<file path="src/rtl/scx_pkg.sv">
// Package: shared types, constants and functions for the Salsa20/ChaCha20 stream XOR core.
package scx_pkg;

	localparam int LANE_BYTES = 8;
	localparam int DOUBLE_ROUNDS = 10;
	localparam int QUEUE_DEPTH = 2;

	localparam logic [31:0] SIGMA0 = 32'h61707865;
	localparam logic [31:0] SIGMA1 = 32'h3320646e;
	localparam logic [31:0] SIGMA2 = 32'h79622d32;
	localparam logic [31:0] SIGMA3 = 32'h6b206574;

	localparam logic [2:0] REG_CIPHER = 3'd0;
	localparam logic [2:0] REG_KEY0 = 3'd1;
	localparam logic [2:0] REG_KEY1 = 3'd2;
	localparam logic [2:0] REG_KEY2 = 3'd3;
	localparam logic [2:0] REG_KEY3 = 3'd4;
	localparam logic [2:0] REG_NONCE_LO = 3'd5;
	localparam logic [2:0] REG_NONCE_HI = 3'd6;
	localparam logic [2:0] REG_START = 3'd7;

	typedef logic [31:0] word_t;
	typedef word_t [15:0] block_t;

	// request held between front and back
	typedef struct packed {
		logic [63:0] data;
		logic [3:0]  count;
		logic        last;
	} req_t;

	// back-end state machine
	typedef enum logic [1:0] {
		ST_IDLE,
		ST_ROUND,
		ST_XOR
	} back_state_t;

	function automatic word_t rotl(input word_t v, input int unsigned n);
		word_t r;
		r = (v << n) | (v >> (32 - n));
		return r;
	endfunction

	function automatic block_t salsa_qr(input block_t x, input int a, input int b,
		input int c, input int d);
		block_t y;
		y = x;
		y[b] = y[b] ^ rotl(y[a] + y[d], 7);
		y[c] = y[c] ^ rotl(y[b] + y[a], 9);
		y[d] = y[d] ^ rotl(y[c] + y[b], 13);
		y[a] = y[a] ^ rotl(y[d] + y[c], 18);
		return y;
	endfunction

	function automatic block_t chacha_qr(input block_t x, input int a, input int b,
		input int c, input int d);
		block_t y;
		y = x;
		y[a] = y[a] + y[b]; y[d] = rotl(y[d] ^ y[a], 16);
		y[c] = y[c] + y[d]; y[b] = rotl(y[b] ^ y[c], 12);
		y[a] = y[a] + y[b]; y[d] = rotl(y[d] ^ y[a], 8);
		y[c] = y[c] + y[d]; y[b] = rotl(y[b] ^ y[c], 7);
		return y;
	endfunction

	// one full double round
	function automatic block_t double_round(input block_t x, input logic salsa);
		block_t w;
		w = x;
		if (salsa) begin
			w = salsa_qr(w, 0, 4, 8, 12);
			w = salsa_qr(w, 5, 9, 13, 1);
			w = salsa_qr(w, 10, 14, 2, 6);
			w = salsa_qr(w, 15, 3, 7, 11);
			w = salsa_qr(w, 0, 1, 2, 3);
			w = salsa_qr(w, 5, 6, 7, 4);
			w = salsa_qr(w, 10, 11, 8, 9);
			w = salsa_qr(w, 15, 12, 13, 14);
		end else begin
			w = chacha_qr(w, 0, 4, 8, 12);
			w = chacha_qr(w, 1, 5, 9, 13);
			w = chacha_qr(w, 2, 6, 10, 14);
			w = chacha_qr(w, 3, 7, 11, 15);
			w = chacha_qr(w, 0, 5, 10, 15);
			w = chacha_qr(w, 1, 6, 11, 12);
			w = chacha_qr(w, 2, 7, 8, 13);
			w = chacha_qr(w, 3, 4, 9, 14);
		end
		return w;
	endfunction

endpackage

</file>
<file path="src/rtl/scx_front.sv">
// Front end: accepts input requests, clamps the byte count and queues them for the back end.
`default_nettype none
module scx_front import scx_pkg::*; (
	input  wire logic        clk,
	input  wire logic        arst_n,
	input  wire logic        in_valid,
	output logic             in_stall,
	input  wire logic [63:0] data_in,
	input  wire logic [3:0]  byte_count,
	input  wire logic        last_item,
	output logic             q_valid,
	input  wire logic        q_pop,
	output req_t             q_head
);

	localparam int PW = $clog2(QUEUE_DEPTH);

	req_t            mem_q [QUEUE_DEPTH];
	logic [PW-1:0]   rd_q, wr_q;
	logic [PW:0]     cnt_q;
	logic            push;
	req_t            req;

	assign in_stall = (cnt_q == (PW+1)'(QUEUE_DEPTH));
	assign push = in_valid && !in_stall;
	assign q_valid = (cnt_q != '0);
	assign q_head = mem_q[rd_q];

	always_comb begin
		req.data = data_in;
		req.count = (byte_count > 4'(LANE_BYTES)) ? 4'(LANE_BYTES) : byte_count;
		req.last = last_item;
	end

	always_ff @(posedge clk) begin
		if (push) mem_q[wr_q] <= req;
	end

	always_ff @(posedge clk or negedge arst_n) begin
		if (!arst_n) begin
			rd_q <= '0;
			wr_q <= '0;
			cnt_q <= '0;
		end else begin
			if (push) wr_q <= (wr_q == PW'(QUEUE_DEPTH - 1)) ? '0 : wr_q + 1'b1;
			if (q_pop) rd_q <= (rd_q == PW'(QUEUE_DEPTH - 1)) ? '0 : rd_q + 1'b1;
			cnt_q <= cnt_q + (PW+1)'(push) - (PW+1)'(q_pop);
		end
	end

endmodule
`default_nettype wire

</file>
<file path="config.mk">
export PLATFORM = sky130hd
export DESIGN_NAME = scx_front
export DESIGN_NICKNAME = d
export VERILOG_FILES = /design/src/rtl/scx_pkg.sv /design/src/rtl/scx_front.sv
export SDC_FILE = /design/constraint.sdc
export NUM_CORES = 1
export LEC_CHECK = 0
export BUFFER_PORTS_ARGS = -buffer_cell sky130_fd_sc_hd__buf_4
export CAP_MARGIN = 40
export CELL_PAD_IN_SITES_DETAIL_PLACEMENT = 1
export CELL_PAD_IN_SITES_GLOBAL_PLACEMENT = 1
export CORE_MARGIN = 2
export CORE_UTILIZATION = 37
export CTS_CLUSTER_DIAMETER = 200
export DETAILED_ROUTE_END_ITERATION = 8
export PLACE_DENSITY_LB_ADDON = 0.2
export SYNTH_ARGS = -nofsm -noshare
export SYNTH_HDL_FRONTEND = slang
export SYNTH_SLANG_ARGS = --single-unit
</file>
<file path="constraint.sdc">
create_clock -name clk -period 3.8 [get_ports clk]
set_input_delay 0.76 -clock clk [delete_from_list [all_inputs] [get_ports clk]]
set_output_delay 0.76 -clock clk [all_outputs]
set_load 0.03 [all_outputs]
</file>
After elaboration in Yosys (flattened, before gate mapping)
Memories as Yosys holds them, arrays and structs flattened.
Cells that the tools add are included.
Operators by class
  equality and inequality tests: 1
  shift operators: 0
  reductions and logical operators: 3
  multiply operators: 0
  $lt $le $gt $ge: 1
  muxes and demuxes: 5
  add/subtract/negate cells: 4
  bitwise gates (word level): 0
  div/mod/pow operators: 0
Operator list (count)
  4-bit > comparator (second input constant): 1
  1-bit two-way mux: 4
  4-bit two-way mux: 1
  1-bit adder (second input constant): 2
  2-bit by 1-bit adder with 2-bit output: 1
  2-bit == test (second input constant): 1
  2-bit nonzero test: 1
  2-bit by 1-bit subtractor with 2-bit output: 1
  1-bit logical AND: 1
  1-bit logical NOT: 1
Storage, ports and cells
  memory bits (read-only): 0
  input bits: 73
  output and inout port bits: 71
  memories: 1
  flip-flop bits (word level): 4
  word-level logic and storage cells: 18
  RAM bits: 138
  bits in latches: 0
Memory list
  mem_q: words 2, bits a word 69, rd ports 1, clocked after memory_dff 0, write ports 1, line scx_front.sv:18  | req_t mem_q [QUEUE_DEPTH];

Longest topological paths before layout
Gate-level depths: netlist of the first run.
  depth in word-level cells: 5
  depth in mapped cells: 7
  gate-level depth less buffers: 7

Least setup slack after synthesis of the first run
OpenSTA, ideal clock, no wires.
  path kind: in2reg
  start: input in_valid
  end: memory mem_q[0][0] (netlist bit), enable pin
  required time: 3.304 ns
  arrival: 3.736 ns
  buffers on the path: 0
  library setup time: 0.496 ns
  path slack: -0.432 ns
  stages on the path: 2
  cells stage by stage: nand2_1 -> nor2_1
Between the ends
  longest elaborated chain between the ends: 3
RTL lines
  from (decl): line scx_front.sv:6  | input wire logic in_valid,
  1-bit logical AND: line scx_front.sv:25  | assign push = in_valid && !in_stall;
  1-bit two-way mux: line scx_front.sv:36  | if (push) mem_q[wr_q] <= req;
  1-bit two-way mux (implied by the code): line scx_front.sv:36
  to (decl): line scx_front.sv:18
Every way passes these cells.

==> flow_summary_export.csv, run 1 <==
group,metric,value,unit
drt,first_pass_iters,4,
placed_design,port_buffers,143,
yosys,postSynthRegisterBits,142,
setup_path,setup.worst_path.class,"register to output port",
clocking,cts_max_level,4,
sta,timing.max_slew.rel_slack,0.598,
setup_path,end_kind,"output port",
die,floorplan.rows,44,
setup_path,crit_path_max_fanout,31,
yosys,synth_top_cell_by_area,"sky130_fd_sc_hd__edfxtp_1",
placed_design,gp_congestion,0.686,
sta,post-route-worst-setup-slack,0.899,ns
clocking,post_cts_resize_count,0,
clocking,clkSinkCount,142,
setup_path,worst_path_largest_cell_delay,0.82,ns
final_layout,drive_above_1_share,0.600,
setup_path,path_buf_inv,2,
die,fp.dieArea,16000,µm²
drt,avgViaCountPerCell,4.52,
global_routing,grt_max_degree,54,
drt,first_iter_violations,101,
die,floorplan.die.width,126,µm
global_routing,grt_util_met3,0.0717,
final_layout,finish.net_count,469,
setup_path,rr_startpoint,"cnt_q[1]",
yosys,yosys_warnings,0,
clocking,insertion_delay,0.41,ns
die,floorplan.die.height,126,µm
drt,detail_route.drc_violations,0,
worst_hold_path,hold_class,"input port to async pin",
setup_path,arrival,2.14,ns
power,power.density,842,nW/µm²
global_routing,globalRouteMet1Util,0.144,
power,vdd_drop_max,0.409,mV
global_routing,overflow,0,
setup_path,startpoint_type_of_the_worst_setup_path,"register",
yosys,synth_top_area_frac,0.747,
placed_design,detailed_place.area,6780,µm²
clocking,ctsLongestPathBuffers,2,
yosys,syn_std_cell_area,5550,µm²
setup_path,critical_path.cell_chain,"buf_4 > mux2_4 > buf_4",
yosys,synth_fp_nets,311,
sta,finalSetupTns,0,ns
drt,wl_per_cell,17.3,µm
yosys,syn_avg_cell_area,23.5,µm²
clocking,tritoncts,"done",
setup_path,worst_r2r_path_depth,4,
sta,timing.fmax,0.345,GHz
clocking,clockRootBuffer,"sky130_fd_sc_hd__clkbuf_16",
sta,tightestPinTransition,0.604,ns
drt,totalWireLength,10200,µm
run_status,run_status,"finished, final reports clean",
yosys,post_synth_inst_count,236,
global_routing,global_route.peak_usage_layer,"met2",
global_routing,grt.met2_usage,0.212,
drt,route.antenna.remaining_nets,0,
clocking,numCtsBuffers,17,
placed_design,detailedPlace.worstSlack,1.31,ns
yosys,synth.top_cells.by_area,"sky130_fd_sc_hd__edfxtp_1, sky130_fd_sc_hd__mux2_4, sky130_fd_sc_hd__buf_12, sky130_fd_sc_hd__dfrtp_1, sky130_fd_sc_hd__xnor2_1",
sta,hold_violations,0,
setup_path,critical_path.top_delay_family,"flip-flops",
sta,rsz0062_at_grt,"no",
final_layout,areaGrowthSynthToFinish,31.1,%
yosys,synth-seq-area-share,0.765,
setup_path,cp_slowest_cell,"sky130_fd_sc_hd__dfrtp_4",
sta,final-setup-viol-count,0,
setup_path,critical-path-top-cell-by-count,"sky130_fd_sc_hd__buf_4",
power,leakage_power_figure,0.00292,µW
global_routing,grt_pass1_wl,15400,µm
yosys,synthDistinctLibCells,16,
setup_path,cp.required,3.04,ns
global_routing,number_of_antenna_violations_at_the_first_check_in_global_routing,0,
sta,period_needed,2.90,ns
clocking,post_cts.repair.setup_buffers,0,
sta,final.period_utilization,0.763,
drt,detailroute.via_count,2672,
clocking,clk_pin_slew_worst_setup_hold_paths,0.05,ns
setup_path,setup.reg_to_reg.worst_slack,2.16,ns
setup_path,worst_r2r_endpoint,"mem_q[0][60]",
die,core,14600,µm²
final_layout,final_area,7270,µm²
final_layout,antenna_cells,0,
die,floorplan.initialDensity,0.380,
run,number_of_max_capacitance_violations_reported,0,
placed_design,place_hpwl,6920,µm
sta,drv_slew,0,
global_routing,first_global_vias,2864,
die,num_io_pins,144,
clocking,number_of_buffers_inserted_by_hold_repair_at_cts,0,
global_routing,groute.usage.overall,0.133,
sta,finalClockSkew,0.00402,ns
[state kept, by name, indices dropped and copies added, names as in the netlist]
signal  flops
rd_q        1
wr_q        1
cnt_q       2
mem_q     138
[worst max path at each step]
stage / start / to / slack [ns] / cells past startpoint
final: rd_q / q_head[37] / 0.90 / 3
after global routing: rd_q / q_head[37] / 0.80 / 3
after CTS: rd_q / q_head[37] / 0.83 / 3
after detailed placement: rd_q / q_head[37] / 1.31 / 3
after global placement: rd_q / q_head[53] / 1.33 / 3
after floorplan: in_valid / mem_q[0][0] / 0.72 / 2
[worst register-to-register path, delay by kind of cell (launching register included)]
family / cells / cell delay, ns
buffers and inverters: 1 / 0.45
flip-flops: 1 / 0.39
AND/OR/NAND/NOR: 3 / 0.40
[cell families after synthesis]
group / share of synthesized area
xor+xnor: 0.00632
flops: 0.765
mux: 0.187
simple gates: 0.00812
fa+ha+maj: 0.00451
buf+inv: 0.0293
[metal layers]
layer,up-vias,share of wire
met4,0,0.018
met2,112,0.50
met1,1303,0.38
li1,1241,-
met5,-,0
met3,16,0.10
[stage by stage]
stage | total power, µW | cells | hold WS [ns] | utilization
after floorplan | 4150 | 236 | 0.460 | -
after global placement | 4770 | 558 | 0.476 | 0.463
after detailed placement | 4830 | 559 | 0.490 | 0.465
after CTS | 6240 | 591 | 0.101 | 0.499
after global routing | 6420 | 591 | 0.110 | 0.499
final | 6130 | 591 | 0.136 | 0.499
[cell usage in the layout, fill, tap and decap left out, drive strengths merged]
cell type and n:
or2 1, nand2 1, dfrtp 4, ha 2, buf 148, clkinvlp 1
mux2 69, clkinv 10, edfxtp 138, xnor2 3, nand2b 1, clkbuf 21
nor2b 3, xor2 1, inv 2, and3 1, nor2 1
[layout make-up]
cell class | instances | area (µm²)
fillers | 1351 | 7310
flip-flops and latches | 142 | 4250
multi-input cells | 83 | 1150
repair buffers | 148 | 1140
clock buffers | 21 | 440
well taps | 184 | 230
clock inverters | 11 | 51.3
inverters | 2 | 7.51
[power by group]
part,switching (µW),total [µW],internal (µW)
clock,572,1380,813
combinational,1310,2410,1100
sequential,188,2340,2150
total,2070,6130,4060
[cell usage after synthesis]
| cell type | number |
|---|---|
| sky130_fd_sc_hd__nor2b_1 | 3 |
| sky130_fd_sc_hd__xor2_1 | 1 |
| sky130_fd_sc_hd__ha_1 | 2 |
| sky130_fd_sc_hd__nand2_1 | 1 |
| sky130_fd_sc_hd__xnor2_1 | 3 |
| sky130_fd_sc_hd__dfrtp_1 | 4 |
| sky130_fd_sc_hd__or2_2 | 1 |
| sky130_fd_sc_hd__buf_6 | 1 |
| sky130_fd_sc_hd__edfxtp_1 | 138 |
| sky130_fd_sc_hd__mux2_4 | 69 |
| sky130_fd_sc_hd__clkbuf_1 | 1 |
| sky130_fd_sc_hd__inv_1 | 2 |
| sky130_fd_sc_hd__and3_1 | 1 |
| sky130_fd_sc_hd__nor2_1 | 1 |
| sky130_fd_sc_hd__nand2b_1 | 1 |
| sky130_fd_sc_hd__buf_12 | 7 |
Note: power is estimated with default switching activity, not from simulation.
==> inputs of run 2 (changes only) <==
Clock period 3.8 ns to 2.8 ns, I/O delays scaled along.
==> run 2 against run 1 <==
Effect of this change: highest routed layer unchanged; global-route usage rose by 0.50 points; count of clock-buffer cells in the layout is 3 lower; clock power is 59% higher; critical path type unchanged; sequential power increased by 34%; critical endpoint is now q_head[54].
==> flow_summary_export.csv, run 2 (same netlist as run 1, synthesis figures left out) <==
group,metric,value,unit
run_status,run_status,"finished, final reports clean",
clocking,numCtsBuffers,17,
final_layout,fin_util,0.506,
power,power.density,1170,nW/µm²
clocking,post_cts_resize_count,0,
global_routing,overflow,0,
sta,final.hold.worst_slack,0.317,ns
clocking,tritoncts,"done",
setup_path,startpoint_type_of_the_worst_setup_path,"register",
setup_path,end_kind,"output port",
sta,drv_slew,0,
drt,first_pass_iters,4,
worst_hold_path,hold_class,"input port to register",
global_routing,globalRouteMet1Util,0.171,
die,floorplan.die.height,126,µm
final_layout,largest_register_ffs,138,
power,switchingPower,2860,µW
sta,rsz0062_at_grt,"no",
power,clock_power_share,0.253,
power,power.combinational.fraction,0.386,
sta,timing.fmax,0.405,GHz
drt,detail_route.drc_violations,0,
die,floorplan.die.width,126,µm
clocking,ctsLongestPathBuffers,2,
clocking,clk_pin_slew_worst_setup_hold_paths,0.06,ns
die,num_io_pins,144,
drt,avgViaCountPerCell,4.53,
run,number_of_max_capacitance_violations_reported,0,
final_layout,finish.cell_count_without_fillers,590,
drt,wl_per_cell,18.0,µm
sta,finalSetupTns,0,ns
power,leakage_power_figure,0.00297,µW
final_layout,mostFrequentLayoutCell,"sky130_fd_sc_hd__buf_4",
sta,hold_violations,0,
clocking,clockRootBuffer,"sky130_fd_sc_hd__clkbuf_16",
global_routing,global_route.peak_usage_layer,"met2",
final_layout,drive_above_1_share,0.611,
power,vdd_drop_max,0.540,mV
drt,detailroute.via_count,2674,
global_routing,first_global_vias,2907,
placed_design,place.detailed.instances,559,
final_layout,seqCellArea,4250,µm²
final_layout,n_fill_cell,1320,
sta,finalClockSkew,0.0147,ns
placed_design,detailed_place.area,6800,µm²
sta,tightestPinTransition,0.565,ns
final_layout,largestRegisters,"mem_q: 138 flops, cnt_q: 2 flops",
drt,first_iter_violations,147,
drt,totalWireLength,10600,µm
final_layout,areaGrowthSynthToFinish,33.1,%
die,floorplan.rows,44,
final_layout,largest_register,"mem_q",
die,core,14600,µm²
final_layout,final_area,7390,µm²
die,floorplan.initialDensity,0.380,
final_layout,area_of_combinational_cells_with_multiple_inputs,1150,µm²
sta,final.period_utilization,0.882,
placed_design,gp_congestion,0.656,
sta,final-setup-viol-count,0,
setup_path,cp.required,2.24,ns
power,cell_internal_pwr,5810,µW
setup_path,setup.worst_path.class,"register to output port",
global_routing,grt_max_degree,56,
drt,route.antenna.remaining_nets,0,
power,power.sequential.fraction,0.361,
global_routing,grt_util_met3,0.0519,
final_layout,antenna_cells,0,
clocking,clkSinkCount,142,
setup_path,crit_path_max_fanout,23,
global_routing,grt_pass1_wl,16200,µm
placed_design,place_hpwl,7050,µm
final_layout,layout.cells.most_common_list,"sky130_fd_sc_hd__buf_4, sky130_fd_sc_hd__edfxtp_1, sky130_fd_sc_hd__mux2_4",
die,fp.dieArea,16000,µm²
global_routing,number_of_antenna_violations_at_the_first_check_in_global_routing,0,
sta,timing.max_slew.rel_slack,0.623,
global_routing,grt.met2_usage,0.216,
final_layout,finish.net_count,470,
placed_design,port_buffers,143,
clocking,insertion_delay,0.42,ns
power,swShare,0.330,
setup_path,arrival,1.91,ns
sta,period_needed,2.47,ns
clocking,cts_max_level,4,
global_routing,groute.usage.overall,0.138,
## run 2: timing repair
| item | in CTS | in global routing |
|---|---|---|
| setup buffers | 0 | 0 |
| endpoints found under the hold margin | 4 | 0 |
| hold buffers | 1 | 0 |
## run 2: area by class of cell
| class | count | area share |
|---|---|---|
| timing repair buffer | 149 | 0.159 |
| clock inverter | 12 | 0.0198 |
| clock buffer | 18 | 0.0581 |
| sequential | 142 | 0.575 |
| tap | 184 | 0.0312 |
| multi-input combinational | 83 | 0.156 |
| inverter | 2 | 0.00102 |
## run 2: path summary, 6_finish.rpt
path	start	end	slack (ns)	cells after the start
min in group asynchronous	arst_n	cnt_q[0]	0.49	2
max reg2reg	cnt_q[1]	mem_q[0][3]	0.97	4
min	data_in[43]	mem_q[1][48]	0.32	1
max in group asynchronous	arst_n	rd_q	2.20	2
max	rd_q	q_head[54]	0.33	3
min reg2reg	cnt_q[1]	cnt_q[1]	0.49	1
## run 2: worst max-delay path, cell delays in order, from the launching register on
cell                      delay, ns
sky130_fd_sc_hd__dfrtp_4       0.70
sky130_fd_sc_hd__buf_12        0.27
sky130_fd_sc_hd__mux2_4        0.33
sky130_fd_sc_hd__buf_4         0.17
## run 2: layer usage
layer  wire [µm]  up-vias  part of all wire
li1            -     1241                 -
met4         147        0             0.014
met5           0        -                 0
met1        4500     1315              0.42
met3         719       12             0.068
met2        5250      106              0.49
## run 2: power by group through the flow
stage               Clock (µW)  Sequential, µW  Combinational [µW]
finish                    2190            3130                3350
global route              2360            3190                3540
floorplan                    0            3060                2560
CTS                       2240            3140                3430
detailed placement           0            3190                3410
global placement             0            3150                3390
## run 2: stage by stage
step | worst slack (ns) | power (µW)
finish | 0.331 | 8670
global route | 0.243 | 9080
detailed placement | 0.741 | 6590
floorplan | 0.148 | 5630
global placement | 0.760 | 6540
CTS | 0.291 | 8810
